`src/hdl/b32d_pkg.sv`:
```
`default_nettype none

package b32d_pkg;

  typedef enum logic [1:0] {
    PH_DATA,
    PH_PAD,
    PH_TRAIL,
    PH_FAIL
  } phase_e;

  typedef enum logic [2:0] {
    ST_OK           = 3'd0,
    ST_BAD_QUANTUM  = 3'd1,
    ST_MISSING_PAD  = 3'd2,
    ST_BAD_PAD_CHAR = 3'd3,
    ST_TRAILING     = 3'd4
  } status_e;

  typedef enum logic [1:0] {
    CFG_ALPHABET = 2'd0,
    CFG_PADDING  = 2'd1,
    CFG_TRAILING = 2'd2
  } cfg_index_e;

  localparam logic       KIND_DATA   = 1'b0;
  localparam logic       KIND_STATUS = 1'b1;
  localparam logic [7:0] CHAR_PAD    = 8'h3D;
  localparam logic [15:0] COUNT_MAX  = 16'hFFFF;

  localparam int unsigned QUEUE_DEPTH = 4;
  localparam int unsigned QPTR_W      = $clog2(QUEUE_DEPTH);
  localparam int unsigned QCNT_W      = $clog2(QUEUE_DEPTH + 1);

  typedef struct packed {
    logic [7:0] char_code;
    logic       end_of_text;
  } in_item_t;

  typedef struct packed {
    logic        kind;
    logic [7:0]  data_byte;
    logic [2:0]  status;
    logic [15:0] decoded_count;
    logic        last;
  } out_item_t;

  typedef struct packed {
    logic alphabet_select;
    logic pad_required;
    logic forbid_trailing;
  } cfg_t;

  typedef struct packed {
    logic [11:0] acc;
    logic [3:0]  bits_held;
    logic [2:0]  quantum_symbols;
    phase_e      phase;
    logic [2:0]  padding_left;
    status_e     error_code;
    logic [15:0] byte_count;
  } msg_state_t;

  localparam cfg_t CFG_RESET = '{
    alphabet_select: 1'b0,
    pad_required:    1'b1,
    forbid_trailing: 1'b0
  };

  localparam msg_state_t MSG_STATE_RESET = '{
    acc:             12'd0,
    bits_held:       4'd0,
    quantum_symbols: 3'd0,
    phase:           PH_DATA,
    padding_left:    3'd0,
    error_code:      ST_OK,
    byte_count:      16'd0
  };

  // Bit 5 flags a character of the alphabet, bits 4:0 hold its symbol value.
  function automatic logic [5:0] lookup_symbol(input logic alt, input logic [7:0] c);
    logic [7:0] d;
    logic       v;
    d = 8'd0;
    v = 1'b0;
    if (alt) begin
      if (c >= 8'h30 && c <= 8'h39) begin
        d = c - 8'h30;
        v = 1'b1;
      end else if (c >= 8'h41 && c <= 8'h56) begin
        d = c - 8'h41 + 8'd10;
        v = 1'b1;
      end
    end else begin
      if (c >= 8'h41 && c <= 8'h5A) begin
        d = c - 8'h41;
        v = 1'b1;
      end else if (c >= 8'h32 && c <= 8'h37) begin
        d = c - 8'h32 + 8'd26;
        v = 1'b1;
      end
    end
    return {v, d[4:0]};
  endfunction

  // Padding needed after a final quantum; bit 3 set means the length is invalid.
  function automatic logic [3:0] pad_needed(input logic [2:0] q);
    logic [3:0] p;
    unique case (q)
      3'd0:    p = 4'd0;
      3'd2:    p = 4'd6;
      3'd4:    p = 4'd4;
      3'd5:    p = 4'd3;
      3'd7:    p = 4'd1;
      default: p = 4'd8;
    endcase
    return p;
  endfunction

endpackage

`default_nettype wire

```
`src/hdl/base32_stream_decoder_unit.sv`:
```
`default_nettype none

// Channel  | Direction | Handshake                | Payload
// ---------+-----------+--------------------------+-----------------------------
// in       | input     | in_valid_i / in_stall_o  | in_item_t (char, end flag)
// out      | output    | out_valid_o / out_stall_i| out_item_t (byte or status)
// cfg      | input     | cfg_valid_i / cfg_ready_o| cfg_index_i, cfg_data_i
//
// One item a cycle is taken unless stalled; a result passes the item register, then the queue.
// The item register feeds a single pass of lookup and bit packing into a four-item queue.
// An item yields at most a byte and an end status; the queue drains one a cycle unless stalled.
// The item register stalls while the queue has room for fewer than two items.
// Reset clears the message state, the queue and sets the registers to their defaults.

module base32_stream_decoder_unit import b32d_pkg::*; (
  input  var logic       clk_i,
  input  var logic       rst_ni,
  input  var logic       in_valid_i,
  output logic           in_stall_o,
  input  var in_item_t   in_item_i,
  output logic           out_valid_o,
  input  var logic       out_stall_i,
  output out_item_t      out_item_o,
  input  var logic       cfg_valid_i,
  output logic           cfg_ready_o,
  input  var logic [1:0] cfg_index_i,
  input  var logic       cfg_data_i
);

  cfg_t       cfg_q, cfg_d;
  msg_state_t st_q;
  msg_state_t st_next;
  in_item_t   in_q;
  logic       in_valid_q;
  logic       room;
  logic       fire;
  logic       accept;
  logic       byte_valid;
  out_item_t  byte_item;
  logic       status_valid;
  out_item_t  status_item;

  assign cfg_ready_o = 1'b1;
  assign fire        = in_valid_q && room;
  assign in_stall_o  = in_valid_q && !room;
  assign accept      = in_valid_i && !in_stall_o;

  always_comb begin
    cfg_d = cfg_q;
    if (cfg_valid_i) begin
      unique case (cfg_index_i)
        CFG_ALPHABET: cfg_d.alphabet_select = cfg_data_i;
        CFG_PADDING:  cfg_d.pad_required    = cfg_data_i;
        CFG_TRAILING: cfg_d.forbid_trailing = cfg_data_i;
        default:      cfg_d = cfg_q;
      endcase
    end
  end

  always_ff @(posedge clk_i or negedge rst_ni) begin
    if (!rst_ni) begin
      cfg_q      <= CFG_RESET;
      st_q       <= MSG_STATE_RESET;
      in_valid_q <= 1'b0;
    end else begin
      cfg_q <= cfg_d;
      if (fire) begin
        st_q <= st_next;
      end
      if (accept) begin
        in_valid_q <= 1'b1;
      end else if (fire) begin
        in_valid_q <= 1'b0;
      end
    end
  end

  always_ff @(posedge clk_i) begin
    if (accept) begin
      in_q <= in_item_i;
    end
  end

  b32d_step u_step (
    .cfg_i          (cfg_q),
    .state_i        (st_q),
    .item_i         (in_q),
    .state_o        (st_next),
    .byte_valid_o   (byte_valid),
    .byte_item_o    (byte_item),
    .status_valid_o (status_valid),
    .status_item_o  (status_item)
  );

  b32d_outq u_outq (
    .clk_i       (clk_i),
    .rst_ni      (rst_ni),
    .push_a_i    (fire && byte_valid),
    .item_a_i    (byte_item),
    .push_b_i    (fire && status_valid),
    .item_b_i    (status_item),
    .room_o      (room),
    .out_valid_o (out_valid_o),
    .out_item_o  (out_item_o),
    .out_stall_i (out_stall_i)
  );

  assert property (@(posedge clk_i) disable iff (!rst_ni)
    (fire && in_q.end_of_text) |=> (st_q.phase == PH_DATA && st_q.byte_count == 16'd0))
    else $error("message state not cleared after the last item");

  assert property (@(posedge clk_i) disable iff (!rst_ni)
    (out_valid_o && out_item_o.kind == KIND_DATA) |->
      (out_item_o.status == 3'd0 && !out_item_o.last && out_item_o.decoded_count == 16'd0))
    else $error("data item carries status fields");

  assert property (@(posedge clk_i) disable iff (!rst_ni)
    (st_q.phase == PH_DATA) |-> (st_q.bits_held <= 4'd7))
    else $error("bit accumulator holds a whole byte");

endmodule

`default_nettype wire

```
`src/hdl/b32d_step.sv`:
```
`default_nettype none

module b32d_step import b32d_pkg::*; (
  input  var cfg_t       cfg_i,
  input  var msg_state_t state_i,
  input  var in_item_t   item_i,
  output msg_state_t     state_o,
  output logic           byte_valid_o,
  output out_item_t      byte_item_o,
  output logic           status_valid_o,
  output out_item_t      status_item_o
);

  logic [5:0]  lk;
  logic [3:0]  pn;
  logic [3:0]  pn_end;
  logic [11:0] acc_new;
  logic [3:0]  bits_new;
  logic [2:0]  rem;
  logic [11:0] shifted;
  logic [11:0] mask;
  logic        is_pad;
  msg_state_t  ns;
  status_e     end_code;

  always_comb begin
    lk       = lookup_symbol(cfg_i.alphabet_select, item_i.char_code);
    pn       = pad_needed(state_i.quantum_symbols);
    acc_new  = {state_i.acc[6:0], lk[4:0]};
    bits_new = state_i.bits_held + 4'd5;
    rem      = 3'(bits_new - 4'd8);
    shifted  = acc_new >> rem;
    mask     = (12'd1 << rem) - 12'd1;
    is_pad   = (item_i.char_code == CHAR_PAD);

    ns            = state_i;
    byte_valid_o  = 1'b0;
    byte_item_o   = '0;
    byte_item_o.kind = KIND_DATA;

    unique case (state_i.phase)
      PH_DATA: begin
        if (lk[5]) begin
          ns.acc             = acc_new;
          ns.bits_held       = bits_new;
          ns.quantum_symbols = state_i.quantum_symbols + 3'd1;
          if (bits_new >= 4'd8) begin
            ns.acc       = acc_new & mask;
            ns.bits_held = {1'b0, rem};
            if (state_i.byte_count != COUNT_MAX) begin
              ns.byte_count = state_i.byte_count + 16'd1;
            end
            byte_valid_o          = 1'b1;
            byte_item_o.data_byte = shifted[7:0];
          end
        end else begin
          ns.acc       = 12'd0;
          ns.bits_held = 4'd0;
          if (pn[3]) begin
            ns.phase      = PH_FAIL;
            ns.error_code = ST_BAD_QUANTUM;
          end else if (cfg_i.pad_required && pn != 4'd0) begin
            ns.phase = PH_PAD;
            if (is_pad) begin
              ns.padding_left = pn[2:0] - 3'd1;
              if (pn[2:0] == 3'd1) begin
                ns.phase = PH_TRAIL;
              end
            end else begin
              ns.padding_left = pn[2:0];
              ns.phase        = PH_FAIL;
              ns.error_code   = ST_BAD_PAD_CHAR;
            end
          end else begin
            ns.phase = PH_TRAIL;
            if (cfg_i.forbid_trailing) begin
              ns.phase      = PH_FAIL;
              ns.error_code = ST_TRAILING;
            end
          end
        end
      end
      PH_PAD: begin
        if (is_pad) begin
          ns.padding_left = state_i.padding_left - 3'd1;
          if (state_i.padding_left == 3'd1) begin
            ns.phase = PH_TRAIL;
          end
        end else begin
          ns.phase      = PH_FAIL;
          ns.error_code = ST_BAD_PAD_CHAR;
        end
      end
      PH_TRAIL: begin
        if (cfg_i.forbid_trailing) begin
          ns.phase      = PH_FAIL;
          ns.error_code = ST_TRAILING;
        end
      end
      PH_FAIL: begin
        ns.phase = PH_FAIL;
      end
    endcase

    pn_end   = pad_needed(ns.quantum_symbols);
    end_code = ns.error_code;
    if (ns.phase == PH_DATA) begin
      if (pn_end[3]) begin
        end_code = ST_BAD_QUANTUM;
      end else if (cfg_i.pad_required && pn_end != 4'd0) begin
        end_code = ST_MISSING_PAD;
      end
    end else if (ns.phase == PH_PAD && ns.padding_left != 3'd0) begin
      end_code = ST_MISSING_PAD;
    end

    status_valid_o              = item_i.end_of_text;
    status_item_o               = '0;
    status_item_o.kind          = KIND_STATUS;
    status_item_o.status        = end_code;
    status_item_o.decoded_count = ns.byte_count;
    status_item_o.last          = 1'b1;

    state_o = item_i.end_of_text ? MSG_STATE_RESET : ns;
  end

endmodule

`default_nettype wire

```
`src/hdl/b32d_outq.sv`:
```
`default_nettype none

module b32d_outq import b32d_pkg::*; (
  input  var logic      clk_i,
  input  var logic      rst_ni,
  input  var logic      push_a_i,
  input  var out_item_t item_a_i,
  input  var logic      push_b_i,
  input  var out_item_t item_b_i,
  output logic          room_o,
  output logic          out_valid_o,
  output out_item_t     out_item_o,
  input  var logic      out_stall_i
);

  out_item_t          entry_q [QUEUE_DEPTH];
  logic [QPTR_W-1:0]  wr_q, wr_d;
  logic [QPTR_W-1:0]  rd_q, rd_d;
  logic [QCNT_W-1:0]  count_q, count_d;
  logic [QPTR_W-1:0]  wr_b;
  logic               pop;

  assign room_o      = (count_q <= QCNT_W'(QUEUE_DEPTH - 2));
  assign out_valid_o = (count_q != '0);
  assign out_item_o  = entry_q[rd_q];
  assign pop         = out_valid_o && !out_stall_i;
  assign wr_b        = wr_q + QPTR_W'(push_a_i);

  always_comb begin
    wr_d    = wr_q + QPTR_W'(push_a_i) + QPTR_W'(push_b_i);
    rd_d    = rd_q + QPTR_W'(pop);
    count_d = count_q + QCNT_W'(push_a_i) + QCNT_W'(push_b_i) - QCNT_W'(pop);
  end

  always_ff @(posedge clk_i or negedge rst_ni) begin
    if (!rst_ni) begin
      wr_q    <= '0;
      rd_q    <= '0;
      count_q <= '0;
    end else begin
      wr_q    <= wr_d;
      rd_q    <= rd_d;
      count_q <= count_d;
    end
  end

  always_ff @(posedge clk_i) begin
    if (push_a_i) begin
      entry_q[wr_q] <= item_a_i;
    end
    if (push_b_i) begin
      entry_q[wr_b] <= item_b_i;
    end
  end

  assert property (@(posedge clk_i) disable iff (!rst_ni)
    count_q <= QCNT_W'(QUEUE_DEPTH))
    else $error("output queue count beyond its depth");

  assert property (@(posedge clk_i) disable iff (!rst_ni)
    (push_a_i || push_b_i) |-> room_o)
    else $error("output queue written without room for two items");

  assert property (@(posedge clk_i) disable iff (!rst_ni)
    (out_valid_o && out_stall_i) |=> (out_valid_o && $stable(out_item_o)))
    else $error("stalled output item changed");

endmodule

`default_nettype wire

```
`config.mk`:
```
export PLATFORM = sky130hd
export DESIGN_NAME = base32_stream_decoder_unit
export DESIGN_NICKNAME = d
export VERILOG_FILES = /design/src/hdl/b32d_pkg.sv /design/src/hdl/base32_stream_decoder_unit.sv /design/src/hdl/b32d_step.sv /design/src/hdl/b32d_outq.sv
export SDC_FILE = /design/constraint.sdc
export NUM_CORES = 1
export LEC_CHECK = 0
export BUFFER_PORTS_ARGS = -buffer_cell sky130_fd_sc_hd__buf_2
export CELL_PAD_IN_SITES_DETAIL_PLACEMENT = 1
export CELL_PAD_IN_SITES_GLOBAL_PLACEMENT = 1
export CORE_ASPECT_RATIO = 1.5
export CORE_MARGIN = 4
export CORE_UTILIZATION = 47
export CTS_CLUSTER_DIAMETER = 200
export CTS_CLUSTER_SIZE = 24
export DETAILED_ROUTE_END_ITERATION = 7
export HOLD_SLACK_MARGIN = 0.1
export PLACE_DENSITY = 0.82
export SLEW_MARGIN = 20
export SYNTH_ARGS = -nofsm -noshare
export SYNTH_HDL_FRONTEND = slang
export SYNTH_SLANG_ARGS = --single-unit
```
`constraint.sdc`:
```
create_clock -name clk_i -period 8.7 [get_ports clk_i]
set_input_delay 0.87 -clock clk_i [delete_from_list [all_inputs] [get_ports clk_i]]
set_output_delay 0.87 -clock clk_i [all_outputs]
set_load 0.005 [all_outputs]
```
== Word-level counts from Yosys, hierarchy flattened ==
Memory sizes are Yosys's and may differ from the RTL's.
Index checks and enable logic that the tools add are counted.
Storage, ports and cells
  register bits: 58
  bits in latches: 0
  memory bits (writable): 116
  memory bits (read-only): 0
  bits of input ports: 17
  output and inout bits: 32
  word-level logic and storage cells: 152
  memories: 1
Memory list
  u_outq.entry_q: words 4, bits a word 29, rd ports 1, clocked after memory_dff 0, write ports 2, line b32d_outq.sv:16  | out_item_t entry_q [QUEUE_DEPTH];
Operators by class
  add/subtract/negate cells: 18
  multipliers: 0
  divide/modulo/power cells: 0
  magnitude comparators: 9
  equality and inequality tests: 18
  shifts and indexed selects: 2
  multiplexer cells: 56
  bitwise operators: 1
  reductions and logical operators: 31
Operators by type and width (number)
  $mux W16: 4
  $pmux W4 S5: 2
  $mux W38: 1
  $mux W3: 12
  $mux W8: 4
  $mux W5: 6
  $mux W11: 2
  $eq A3 B3 Y1 const B: 6
  $add A16 B1 Y16 const B: 1
  $ge A8 B6 Y1 const B: 2
  $le A8 B6 Y1 const B: 2
  $le A8 B7 Y1 const B: 2
  $ne A16 B16 Y1 const B: 1
  $mux W1: 15
  $mux W14: 1
  $logic_and A1 B1 Y1: 13
  $mux W2: 6
  $shr A12 B3 Y8: 1
  $sub A5 B5 Y5 const B: 2
  $pmux W3 S3: 1
  $sub A3 B1 Y3 const B: 3
  $eq A8 B6 Y1 const B: 1
  $ge A8 B7 Y1 const B: 1
  $pmux W2 S4: 1
  other kinds (25): 45

== Longest topological paths before layout ==
Gate-level depths: netlist of run 1.
  depth in word-level cells: 16
  gate-level depth with buffers: 14
  gate-level depth less buffers: 12

== By module ==
A second synthesis of run 1 with hierarchy kept.
Second synthesis, totals
  cells, all modules: 898
  area total of the unflattened synthesis: 11056.9 um2
By module, submodules not included
  b32d_outq: times used 1, cells an instance 319, area an instance 6019.5 um2, seq. area each 3658.5 um2
  b32d_step: times used 1, cells an instance 461, area an instance 2931.6 um2, seq. area each 0.0 um2
  base32_stream_decoder_unit: times used 1, cells an instance 118, area an instance 2105.8 um2, seq. area each 1447.6 um2

== Worst setup path before layout of run 1 ==
OpenSTA, ideal clock, no wires.
  path kind: reg2reg
  from: register in_q[2] (netlist bit)
  to: memory u_outq.entry_q[1][10] (netlist bit) (enable)
  setup time: 376 ps
  arrival: 3706 ps
  required time: 8324 ps
  slack: 4618 ps
  stages on the path, launching flop included: 15
  path buffers: 3
  clock period less this slack: 4082 ps
  cells stage by stage: edfxtp_1 buf_2 inv_1 ha_1 buf_2 nor3b_1 a21o_1 o21ai_0 o2111ai_1 nor2_1 ha_1 xnor2_1 nand3_1 clkbuf_1 nand2_1
RTL lines
  start: declaration: line base32_stream_decoder_unit.sv:33  | in_item_t in_q;
  start signal: assignment: line base32_stream_decoder_unit.sv:80  | in_q <= in_item_i;
  end: declaration: line b32d_outq.sv:16

==> metrics.md, run 1 <==
| Metric | Value |
|---|---|
| Post-CTS Resized | 0 |
| Final setup viols | 0 |
| Synth top cells by count | nor2_1 (139), nand2_1 (114), edfxtp_1 (85) |
| Routed Antenna Nets | 0 |
| Critical path startpoint | in_q[2]$_DFFE_PP_ |
| Largest family of logic cells by synthesized area | simple AND/OR/NAND/NOR gates |
| Yosys warns | 0 |
| Hold-fix buffers, CTS | 0 |
| Flop pwr share | 0.355 |
| LEAKAGE | 0.00385 uW |
| Antenna violations before repair | 0 |
| Synth Register Bits | 170 |
| Mux cell area share after synthesis | 0.0948 |
| Residual DRC | 0 |
| Post-synthesis sequential area ratio | 0.474 |
| CP peak stage delay | 1.01 ns |
| Post-CTS setup buffers | 0 |
| Height of the die | 182 um |
| First-pass DRT Iterations | 5 |
| Fraction of power spent switching nets | 0.409 |
| WHS | 0.454 ns |
| WP buf/inv | 1 |
| CP arrival | 5.94 ns |
| Peak supply drop | 0.000173 V |
| Largest net degree at the start of global routing | 50 |
| CP delay by family, top | simple AND/OR/NAND/NOR gates |
| Min-delay worst type | flop to flop |
| Die Width | 124 um |
| Root Buffer | clkbuf_16 |
| TNS Setup | 0 ns |
| Fmax | 0.170 GHz |
| Placement Cell Area | 9910 um^2 |
| Area Growth Syn to Fin | 10.5% |
| Cell count after synthesis | 929 |
| Final clock skew | 0.00981 ns |
| Vias in the first global route | 7977 |
| Initial core utilization | 0.478 |
| Clock network power share | 0.233 |
| Num CTS Buffers | 17 |
| Clk sinks | 170 |
| P_int | 1880 uW |
| Max-slew headroom | 0.233 |
| Max H-tree Level | 4 |
| P_sw | 1300 uW |
| Share of cells above drive strength 1 | 0.157 |
| Most common cell on crit path | ha_1 |
| Asr flop ratio synth | 0.288 |
| Gate power share | 0.412 |
| Setup CP Type | flop to flop |
| Crit path time final | 5.88 ns |
| Port Buffers | 47 |
| CP Data Required Time | 8.76 ns |
| Die area | 22600 um^2 |
| Period utilization | 0.676 |
| CTS Buffer Depth | 2 |
| Ant. Diodes | 0 |
| Total GRT Usage | 0.243 |
| Largest area contributor in the netlist | edfxtp_1 |
| Post-layout net count | 998 |
| Synth Area in XOR/XNOR | 0.0279 |
| Worst setup EP type | flop |
| Worst path slowest cell | nand2_1 |
| Core ar. | 19900 um^2 |
| I/O pin count | 49 |
| CTS tree | yes |
| Vias per std cell | 6.09 |
| Compound-Gate Fraction of Synth Area | 0.151 |
| Global-route wire length before repair | 42.8 mm |
| Finished Cell Area | 10500 um^2 |
| Critical path cell sequence | inv_1, ha_1, nor3b_1, a21o_1, o21ai_0, o2111ai_1, nor2_1, ha_1, xnor2_1, nand3_1, nand2_1 |
| Status | completed |
| Measured slew at the worst slew-check pin | 1.14 ns |
| Final Wtd Congestion | 0.873 |
| Syn Std Cell Area | 9500 um^2 |
| R2R Path Start | in_q[2]$_DFFE_PP_ |
| Max-cap violations | 0 |
| Distinct cell type count after synthesis | 85 |
| Worst skew pair latency | 0.44 ns |
| Detailed router's first-iteration violation count | 425 |
| RSZ-0062 raised after global routing | no |
| Rows | 63 |
| Min-Delay Startpoint | u_outq.entry_q[0][27]$_SDFFE_PP0P_ |
| Critical Path Fanout Max | 24 |
| Power per standard cell area | 303 nW/um^2 |
| Number of flops mapped to enable cells by yosys | 85 |
| Final Hold Fails | 0 |
| Adder-Cell Fraction of Synth Area | 0.0385 |
| Post-DP HPWL | 19.0 mm |
| Mean Syn Cell Area | 10.2 um^2 |
| Most common flop cell mapped by yosys | edfxtp_1 |
| CP startpoint kind | flop |
| CTS clk-pin slew, worst paths | 0.07 ns |
| Simple-Gate Fraction of Synth Area | 0.180 |
| Wirelength per Cell | 21.5 um |
| FILL cells | 2198 |
| Top cell type's share of synthesized area | 0.269 |
| Grt total ovfl | 0 |
| Leading post-synthesis cells by cell area | edfxtp_1 (27%), dfrtp_1 (13%), dfxtp_1 (7.6%), mux4_2 (6.9%), nor2_1 (5.5%) |
| Routed WL | 26.3 mm |
| Final max-slew violation count | 0 |
| Via count | 7470 |
| Syn nets | 974 |
| Most common cell in the netlist | nor2_1 |
==> area by class of cell <==
cell class | instances | area [um^2] | area share
Inverter | 27 | 101 | 0.00966
Sequential cell | 170 | 4500 | 0.429
Timing Repair Buffer | 58 | 330 | 0.0315
Clock buffer | 19 | 443 | 0.0422
Clock inverter | 13 | 120 | 0.0114
Multi-Input combinational cell | 679 | 4670 | 0.445
Tap cell | 260 | 325 | 0.0310
==> state kept, by name (all words and copies together), names as in the netlist <==
| name | flops |
|---|---|
| cfg_q | 3 |
| u_outq.count_q | 3 |
| in_q | 9 |
| in_valid_q | 1 |
| st_q | 38 |
| u_outq.rd_q | 2 |
| u_outq.entry_q | 112 |
| u_outq.wr_q | 2 |
==> power by group through the flow <==
stage	logic (uW)	registers, uW	clock network, uW
final	1310	1130	741
after CTS	1280	1150	748
after global placement	1220	1160	0
after detailed placement	1270	1170	0
after floorplan	989	1040	0
after global routing	1450	1150	781
==> logic make-up after synthesis <==
| logic type | count (synthesis) |
|---|---|
| and+or+nand+nor | 372 |
| AOI/OAI and AO/OA | 198 |
| DFF | 170 |
| buffers and inverters | 80 |
| muxes | 53 |
| adders and majority gates | 28 |
| xor gates and xnor gates | 27 |
| other | 1 |
==> worst reg2reg max path, stage by stage (launching register included) <==
cell,delay (ns)
edfxtp_1,0.52
inv_1,0.19
ha_1,0.38
nor3b_1,0.58
a21o_1,0.29
o21ai_0,0.16
o2111ai_1,0.66
nor2_1,0.19
ha_1,0.27
xnor2_1,0.43
nand3_1,0.81
nand2_1,1.01
==> routing by layer <==
metal / GRT usage / wire length (um) / vias to the layer above
met5: 0 / 0 / -
met4: 0.0816 / 707 / 0
met3: 0.0363 / 836 / 50
li1: - / - / 3458
met1: 0.288 / 10500 / 3773
met2: 0.444 / 14300 / 189
==> final timing paths <==
kind                                                      end  slack [ns]  cells after the start
hold reg to reg            u_outq.entry_q[0][27]$_SDFFE_PP0P_        0.45                      2
hold / removal             u_outq.entry_q[0][27]$_SDFFE_PP0P_        0.45                      2
setup reg to reg               u_outq.entry_q[1][3]$_DFFE_PP_        2.82                     11
setup / recovery               u_outq.entry_q[1][3]$_DFFE_PP_        2.82                     11
max in group asynchronous            u_outq.rd_q[0]$_DFF_PN0_        7.63                      2
min in group asynchronous                st_q[28]$_DFFE_PN0P_        0.54                      2
==> metrics by stage <==
step | setup slack, ns | instances | total power (uW) | utilization
after floorplan | 4.62 | 929 | 2030 | -
after global routing | 2.31 | 1226 | 3380 | 0.528
after detailed placement | 2.95 | 1193 | 2430 | 0.499
final | 2.82 | 1226 | 3180 | 0.528
after global placement | 3.20 | 1193 | 2380 | 0.499
after CTS | 2.90 | 1225 | 3180 | 0.527
==> placed cells by master, fill, tap and decap left out, types with 7 or more instances in the layout <==
cell and count:
nor2_1 139, nand2_1 114, edfxtp_1 85, a21oi_1 49
dfrtp_1 47, buf_2 47, dfxtp_1 36, o21ai_0 33
mux4_2 29, inv_1 27, nand3_1 26, ha_1 26
xnor2_1 18, mux2i_1 18, nor3_1 18, clkbuf_16 17
a211oi_1 15, o211ai_1 14, buf_4 10, nand2b_1 9
nand4_1 9, a32o_1 9, o31ai_1 7
Note: power is estimated with default switching activity, not from simulation.
==> run 2, diff against run 1 <==
==> constraint.sdc (replaced) <==
create_clock -name clk_i -period 6.2 [get_ports clk_i]
set_input_delay 0.62 -clock clk_i [delete_from_list [all_inputs] [get_ports clk_i]]
set_output_delay 0.62 -clock clk_i [all_outputs]
set_load 0.005 [all_outputs]
==> metrics.md, run 2 (synthesis results as in run 1) <==
| Metric | Value |
|---|---|
| Status | completed |
| Clk sinks | 170 (unchanged) |
| Largest register FFs | 112 (unchanged) |
| Regs by FF count | u_outq.entry_q: 112 flops, st_q: 38 flops, in_q: 9 flops |
| Initial core utilization | 0.478 (unchanged) |
| Flop pwr share | 0.356 (about the same) |
| Fin util | 0.532 (+0.00315) |
| Placement Cell Area | 9950 um^2 (+0.38%) |
| CTS clk-pin slew, worst paths | 0.07 ns (about the same) |
| R2R cell count | 12 (+1) |
| Antenna violations before repair | 0 (unchanged) |
| Fmax | 0.203 GHz (+19%) |
| Peak supply drop | 0.000289 V (+67%) |
| R2r endpoint | u_outq.entry_q[2][1]$_DFFE_PP_ |
| Rows | 63 (unchanged) |
| Root Buffer | clkbuf_16 |
| Commonest cells after routing, fill and taps aside | nor2_1 (139), nand2_1 (114), edfxtp_1 (85) |
| Grt total ovfl | 0 (unchanged) |
| I/O pin count | 49 (unchanged) |
| CP arrival | 4.90 ns (-1.04 ns) |
| Vias per std cell | 6.17 (+1.3%) |
| Share of cells above drive strength 1 | 0.163 (+0.00554) |
| Final max-slew violation count | 0 (unchanged) |
| Max H-tree Level | 4 (unchanged) |
| Routed Antenna Nets | 0 (unchanged) |
| Post-Layout Cell Count | 1230 (+0.33%) |
| Critical Path Fanout Max | 23 (-4.2%) |
| Die area | 22600 um^2 (unchanged) |
| Finished Cell Area | 10600 um^2 (+0.60%) |
| Inst Count DP | 1198 (+0.42%) |
| Post-DP HPWL | 19.0 mm (about the same) |
| Fraction of power spent switching nets | 0.411 (+0.00159) |
| Largest net degree at the start of global routing | 50 (unchanged) |
| Post-CTS Resized | 0 (unchanged) |
| Measured slew at the worst slew-check pin | 1.14 ns (-0.00295 ns) |
| Final Wtd Congestion | 0.895 (+2.4%) |
| RSZ-0062 raised after global routing | no |
| CTS Buffer Depth | 2 (unchanged) |
| R2R Path Start | in_q[2]$_DFFE_PP_ |
| Final clock skew | 0.0100 ns (+0.000185 ns) |
| Port Buffers | 47 (unchanged) |
| Detailed router's first-iteration violation count | 498 (+17%) |
| Crit path time final | 4.93 ns (-0.947 ns) |
| GR Layer Usage met1 | 0.280 (-0.00738) |
| CTS tree | yes |
| Post-CTS setup buffers | 0 (unchanged) |
| FILL cells | 2231 (+1.5%) |
| LEAKAGE | 0.00387 uW (+0.75%) |
| Ant. Diodes | 0 (unchanged) |
| Worst setup EP type | flop |
| P_int | 2680 uW (+42%) |
| Worst skew pair latency | 0.45 ns (about the same) |
| Met2 Track Usage GR | 0.450 (+0.00585) |
| GRT met3 Usage | 0.0397 (+0.00341) |
| Clock network power share | 0.245 (+0.012) |
| FF+latch area | 4500 um^2 (about the same) |
| Most common cell after layout, fill and taps aside | nor2_1 |
| GR peak layer | met2 |
| Min-delay worst type | input pin to asynchronous set/reset pin |
| TNS Setup | 0 ns (unchanged) |
| Vias in the first global route | 8000 (+0.29%) |
| Num CTS Buffers | 17 (unchanged) |
| Core ar. | 19900 um^2 (unchanged) |
| Final Hold Fails | 0 (unchanged) |
| First-pass DRT Iterations | 5 (unchanged) |
| CP startpoint kind | flop |
| Residual DRC | 0 (unchanged) |
| Total GRT Usage | 0.248 (+0.00464) |
| Hold-fix buffers, CTS | 0 (unchanged) |
| Multi-input logic area | 4670 um^2 (unchanged) |
| Routed WL | 26.8 mm (+1.8%) |
| Worst R2R Setup Slack | 1.27 ns (-1.55 ns) |
| Post-layout net count | 1002 (+0.40%) |
| Wirelength per Cell | 21.8 um (+1.4%) |
| Power per standard cell area | 430 nW/um^2 (+42%) |
| Height of the die | 182 um (unchanged) |
| Via count | 7592 (+1.6%) |
| Max-slew headroom | 0.235 (+0.00198) |
| Global-route wire length before repair | 43.1 mm (+0.73%) |
| Final setup viols | 0 (unchanged) |
| Period utilization | 0.795 (+0.120) |
| Die Width | 124 um (unchanged) |
| Area Growth Syn to Fin | 11.2% |
| Setup CP Type | flop to flop |
| Max-cap violations | 0 (unchanged) |
| P_sw | 1870 uW (+43%) |
| CP Data Required Time | 6.17 ns (-2.59 ns) |
| Largest register by flop count | u_outq.entry_q |
| Gate power share | 0.398 (-0.014) |
| WHS | 0.269 ns (-0.186 ns) |
-- run 2: cell types whose count changed in the layout (fill, tap and decap cells not counted), sizes merged --
| cell | delta |
|---|---|
| bufinv | +1 |
| clkinv | -3 |
| clkbuf | -2 |
| buf | +4 |
| inv | +4 |
-- run 2: final cells by class --
cell class,instances,share of cell area
Multi-Input combinational cell,679,0.443
Timing Repair Buffer,62,0.0329
Clock inverter,15,0.0171
Inverter,27,0.00960
Sequential cell,170,0.427
Tap cell,260,0.0308
Clock buffer,17,0.0403
-- run 2: metrics by stage --
stage               setup slack, ns  power, uW
floorplan                      2.12       2850
global placement               1.57       3360
detailed placement             1.28       3440
CTS                            1.25       4560
global route                  0.800       4830
finish                         1.27       4540
-- run 2: how the worst max path moves through the flow --
stage | cells after the start | start | end | slack (ns)
6_report | 12 | in_q[2]$_DFFE_PP_ | u_outq.entry_q[2][1]$_DFFE_PP_ | 1.27
5_1_grt | 12 | in_q[2]$_DFFE_PP_ | u_outq.entry_q[2][1]$_DFFE_PP_ | 0.80
4_1_cts | 12 | in_q[2]$_DFFE_PP_ | u_outq.entry_q[2][4]$_DFFE_PP_ | 1.25
3_5_place_dp | 12 | in_q[2]$_DFFE_PP_ | u_outq.entry_q[2][5]$_DFFE_PP_ | 1.28
3_3_place_gp | 12 | in_q[2]$_DFFE_PP_ | u_outq.entry_q[2][5]$_DFFE_PP_ | 1.57
2_1_floorplan | 14 | in_q[2]$_DFFE_PP_ | u_outq.entry_q[1][10]$_DFFE_PP_ | 2.12
-- run 2: metal layers --
layer / vias to the layer above / wire, um
li1: 3466 / -
met1: 3855 / 10400
met2: 201 / 14500
met3: 70 / 973
met4: 0 / 930
met5: - / 0
-- run 2: critical path, stage by stage, from the launching register on --
cell       delay [ns]
edfxtp_1         0.52
inv_1            0.19
ha_1             0.36
nor3b_1          0.53
a21o_1           0.28
o21ai_0          0.17
o2111ai_1        0.22
buf_4            0.19
nor2_1           0.08
ha_1             0.42
nor2_1           0.10
nand2_1          0.59
nand2_1          0.78
-- run 2: power groups by stage --
stage	registers, uW	clock network [uW]	logic [uW]
final	1620	1110	1810
after global routing	1650	1170	2000
after CTS	1620	1130	1810
after detailed placement	1640	0	1800
after global placement	1620	0	1740
after floorplan	1460	0	1390
==> run 3, diff against run 2 <==
--- a/config.mk
+++ b/config.mk
@@ -5,6 +5,7 @@
 export SDC_FILE = /design/constraint.sdc
 export NUM_CORES = 1
 export LEC_CHECK = 0
+export ABC_AREA = 1
 export BUFFER_PORTS_ARGS = -buffer_cell sky130_fd_sc_hd__buf_2
 export CELL_PAD_IN_SITES_DETAIL_PLACEMENT = 1
 export CELL_PAD_IN_SITES_GLOBAL_PLACEMENT = 1
@@ -15,7 +16,7 @@
 export CTS_CLUSTER_SIZE = 24
 export DETAILED_ROUTE_END_ITERATION = 7
 export HOLD_SLACK_MARGIN = 0.1
-export PLACE_DENSITY = 0.82
+export PLACE_DENSITY = 0.86
 export SLEW_MARGIN = 20
 export SYNTH_ARGS = -nofsm -noshare
 export SYNTH_HDL_FRONTEND = slang
==> constraint.sdc (replaced) <==
create_clock -name clk_i -period 4.6 [get_ports clk_i]
set_input_delay 0.46 -clock clk_i [delete_from_list [all_inputs] [get_ports clk_i]]
set_output_delay 0.46 -clock clk_i [all_outputs]
set_load 0.005 [all_outputs]
==> metrics.md, run 3 <==
| Metric | Value |
|---|---|
| Hold-fix buffers, CTS | 0 (unchanged) |
| Mean Syn Cell Area | 8.22 um^2 (-20%) |
| Min-delay worst type | input pin to asynchronous set/reset pin |
| Share of cells above drive strength 1 | 0.128 (-0.0352) |
| Synth top cells by count | nand2_1 (220), nor2_1 (177), inv_1 (108) |
| Commonest cells after routing, fill and taps aside | nand2_1 (220), nor2_1 (177), inv_1 (108) |
| Global-route wire length before repair | 43.3 mm (+0.58%) |
| Vias per std cell | 5.56 (-9.9%) |
| Measured slew at the worst slew-check pin | 0.895 ns (-0.243 ns) |
| Distinct cell type count after synthesis | 52 (-39%) |
| Max-cap violations | 0 (unchanged) |
| R2R cell count | 23 (+11) |
| Number of flops mapped to enable cells by yosys | 85 (unchanged) |
| CP startpoint kind | flop |
| Ant. Diodes | 0 (unchanged) |
| CP Data Required Time | 4.91 ns (-1.26 ns) |
| Final Hold Fails | 0 (unchanged) |
| Final setup viols | 0 (unchanged) |
| Routed WL | 26.6 mm (-0.81%) |
| Regs by FF count | u_outq.entry_q: 112 flops, st_q: 38 flops, in_q: 9 flops |
| Final max-slew violation count | 0 (unchanged) |
| Wirelength per Cell | 18.6 um (-15%) |
| Antenna violations before repair | 0 (unchanged) |
| CP delay by family, top | simple AND/OR/NAND/NOR gates |
| Fmax | 0.241 GHz (+19%) |
| CTS Buffer Depth | 2 (unchanged) |
| Fin util | 0.538 (+0.00662) |
| Finished Cell Area | 10400 um^2 (-1.9%) |
| Largest register by flop count | u_outq.entry_q |
| Critical Path Fanout Max | 21 (-8.7%) |
| Port Buffers | 47 (unchanged) |
| Power per standard cell area | 611 nW/um^2 (+42%) |
| Post-DP HPWL | 18.2 mm (-4.1%) |
| Flop pwr share | 0.316 (-0.040) |
| Most common cell in the netlist | nand2_1 |
| Most common cell on crit path | nand2_1 |
| Height of the die | 179 um (-1.5%) |
| Period utilization | 0.903 (+0.107) |
| Gate power share | 0.436 (+0.038) |
| CP arrival | 4.46 ns (-0.44 ns) |
| P_sw | 2710 uW (+45%) |
| Largest net degree at the start of global routing | 58 (+16%) |
| Worst setup EP type | flop |
| Crit path time final | 4.15 ns (-0.780 ns) |
| I/O pin count | 49 (unchanged) |
| Worst R2R Setup Slack | 0.45 ns (-0.82 ns) |
| Routed Antenna Nets | 0 (unchanged) |
| Syn Std Cell Area | 9200 um^2 (-3.1%) |
| Num CTS Buffers | 17 (unchanged) |
| RSZ-0062 raised after global routing | no |
| Fraction of power spent switching nets | 0.428 (+0.0177) |
| Area Growth Syn to Fin | 12.5% |
| CTS tree | yes |
| Max-slew headroom | 0.403 (+0.167) |
| Residual DRC | 0 (unchanged) |
| Yosys warns | 0 (unchanged) |
| FILL cells | 2371 (+6.3%) |
| Grt total ovfl | 0 (unchanged) |
| Syn nets | 1164 (+20%) |
| Worst skew pair latency | 0.45 ns (about the same) |
| Critical path cell sequence | inv_1, ha_1, nand2_1, o21ai_1, nand2_1, nand2_1, nand2_4, nand3_4, inv_4, nand2_2, nor2_4, ha_1, or2_2, nand2_1, inv_1, nor3_1, inv_1, buf_4, nand2_1, buf_4, inv_2, nand2_1, o21ai_1 |
| R2R Path Start | in_q[1]$_DFFE_PP_ |
| Post-CTS Resized | 0 (unchanged) |
| Initial core utilization | 0.478 (about the same) |
| P_int | 3620 uW (+35%) |
| Most common flop cell mapped by yosys | edfxtp_1 |
| Placement Cell Area | 9710 um^2 (-2.4%) |
| Synth Register Bits | 170 (unchanged) |
| Detailed router's first-iteration violation count | 404 (-19%) |
| Top cell type's share of synthesized area | 0.277 (+0.00870) |
| Die area | 21900 um^2 (-3.0%) |
| Cell count after synthesis | 1119 (+20%) |
| Peak supply drop | 0.000308 V (+6.8%) |
| Setup CP Type | flop to flop |
| Post-CTS setup buffers | 0 (unchanged) |
| Leading post-synthesis cells by cell area | edfxtp_1 (28%), dfrtp_1 (13%), nand2_1 (9.0%), dfxtp_1 (7.8%), nor2_1 (7.2%) |
| WP buf/inv | 7 (+5) |
| Tot Pwr | 6330 uW (+39%) |
| First-pass DRT Iterations | 4 (-1) |
| Final clock skew | 0.0131 ns (+0.00312 ns) |
| Max H-tree Level | 4 (unchanged) |
| CTS clk-pin slew, worst paths | 0.07 ns (about the same) |
| Worst path slowest cell | edfxtp_1 |
| R2r endpoint | u_outq.entry_q[1][27]$_SDFFE_PP0P_ |
| Via count | 7956 (+4.8%) |
| WHS | 0.129 ns (-0.140 ns) |
| LEAKAGE | 0.00429 uW (+11%) |
| Final Wtd Congestion | 0.838 (-6.3%) |
| CP peak stage delay | 0.51 ns (-0.27 ns) |
| Die Width | 122 um (-1.5%) |
| Post-layout net count | 1207 (+20%) |
| Vias in the first global route | 8582 (+7.3%) |
| Clock network power share | 0.249 (+0.004) |
| Root Buffer | clkbuf_16 |
| Clk sinks | 170 (unchanged) |
| Asr flop ratio synth | 0.288 (unchanged) |
| Rows | 62 (-1.6%) |
| Core ar. | 19200 um^2 (-3.1%) |
| Post-synthesis sequential area ratio | 0.489 (+0.0153) |
| Largest register FFs | 112 (unchanged) |
| Largest area contributor in the netlist | edfxtp_1 |
| Status | completed |
| Total GRT Usage | 0.253 (+0.00479) |
| TNS Setup | 0 ns (unchanged) |
| Most common cell after layout, fill and taps aside | nand2_1 |
[run 3: cell count changes after synthesis, sizes merged, moves of 29 or more]
cell   delta
a21oi    -33
inv      +98
nand3    +32
nor2     +50
mux4     -29
o21ai    +83
nand2   +111
o22ai    +51
[run 3: area by class of cell]
type,instances,area (um^2),area share
clock buffers,17,425,0.0411
clock inverters,15,214,0.0207
inverters,128,483,0.0466
multi-input cells,780,4040,0.390
flip-flops and latches,170,4500,0.435
well taps,256,320,0.0309
repair buffers,65,370,0.0358
[run 3: kinds of logic after synthesis]
kind of cell | after synthesis | synth area share
AOI/OAI and AO/OA | 223 | 0.137
other | 1 | 0.000408
and+or+nand+nor | 507 | 0.238
DFF | 170 | 0.489
buffers and inverters | 169 | 0.0717
xor gates and xnor gates | 21 | 0.0241
adders and majority gates | 28 | 0.0397
[run 3: per-stage QoR]
stage	setup WS, ns	std cells
after floorplan	1.04	1119
after global placement	0.740	1399
after detailed placement	0.512	1399
after CTS	0.434	1431
after global routing	0.0608	1431
final	0.448	1431
[run 3: metal layers]
layer / track usage / vias to the layer above / wire, um
met5: 0 / - / 0
met4: 0.105 / 0 / 751
met3: 0.0361 / 53 / 742
met2: 0.485 / 153 / 14900
met1: 0.274 / 3934 / 10200
li1: - / 3816 / -
[run 3: worst max path at each step]
| stage | start | to | cells past startpoint |
|---|---|---|---|
| 5_1_grt | in_q[1]$_DFFE_PP_ | u_outq.entry_q[1][27]$_SDFFE_PP0P_ | 23 |
| 6_report | in_q[1]$_DFFE_PP_ | u_outq.entry_q[1][27]$_SDFFE_PP0P_ | 23 |
| 3_5_place_dp | in_q[1]$_DFFE_PP_ | u_outq.entry_q[1][26]$_SDFFE_PP0P_ | 23 |
| 2_1_floorplan | in_q[1]$_DFFE_PP_ | u_outq.entry_q[0][22]$_SDFFE_PP0P_ | 21 |
| 4_1_cts | in_q[1]$_DFFE_PP_ | u_outq.entry_q[1][27]$_SDFFE_PP0P_ | 23 |
| 3_3_place_gp | in_q[1]$_DFFE_PP_ | u_outq.entry_q[1][22]$_SDFFE_PP0P_ | 23 |
[run 3: power by group through the flow]
| stage | combinational (uW) | clock [uW] | sequential, uW |
|---|---|---|---|
| finish | 2760 | 1570 | 2000 |
| global route | 3080 | 1660 | 2020 |
| CTS | 2760 | 1590 | 1990 |
| detailed placement | 2720 | 0 | 2020 |
| global placement | 2640 | 0 | 2010 |
| floorplan | 1860 | 0 | 1970 |
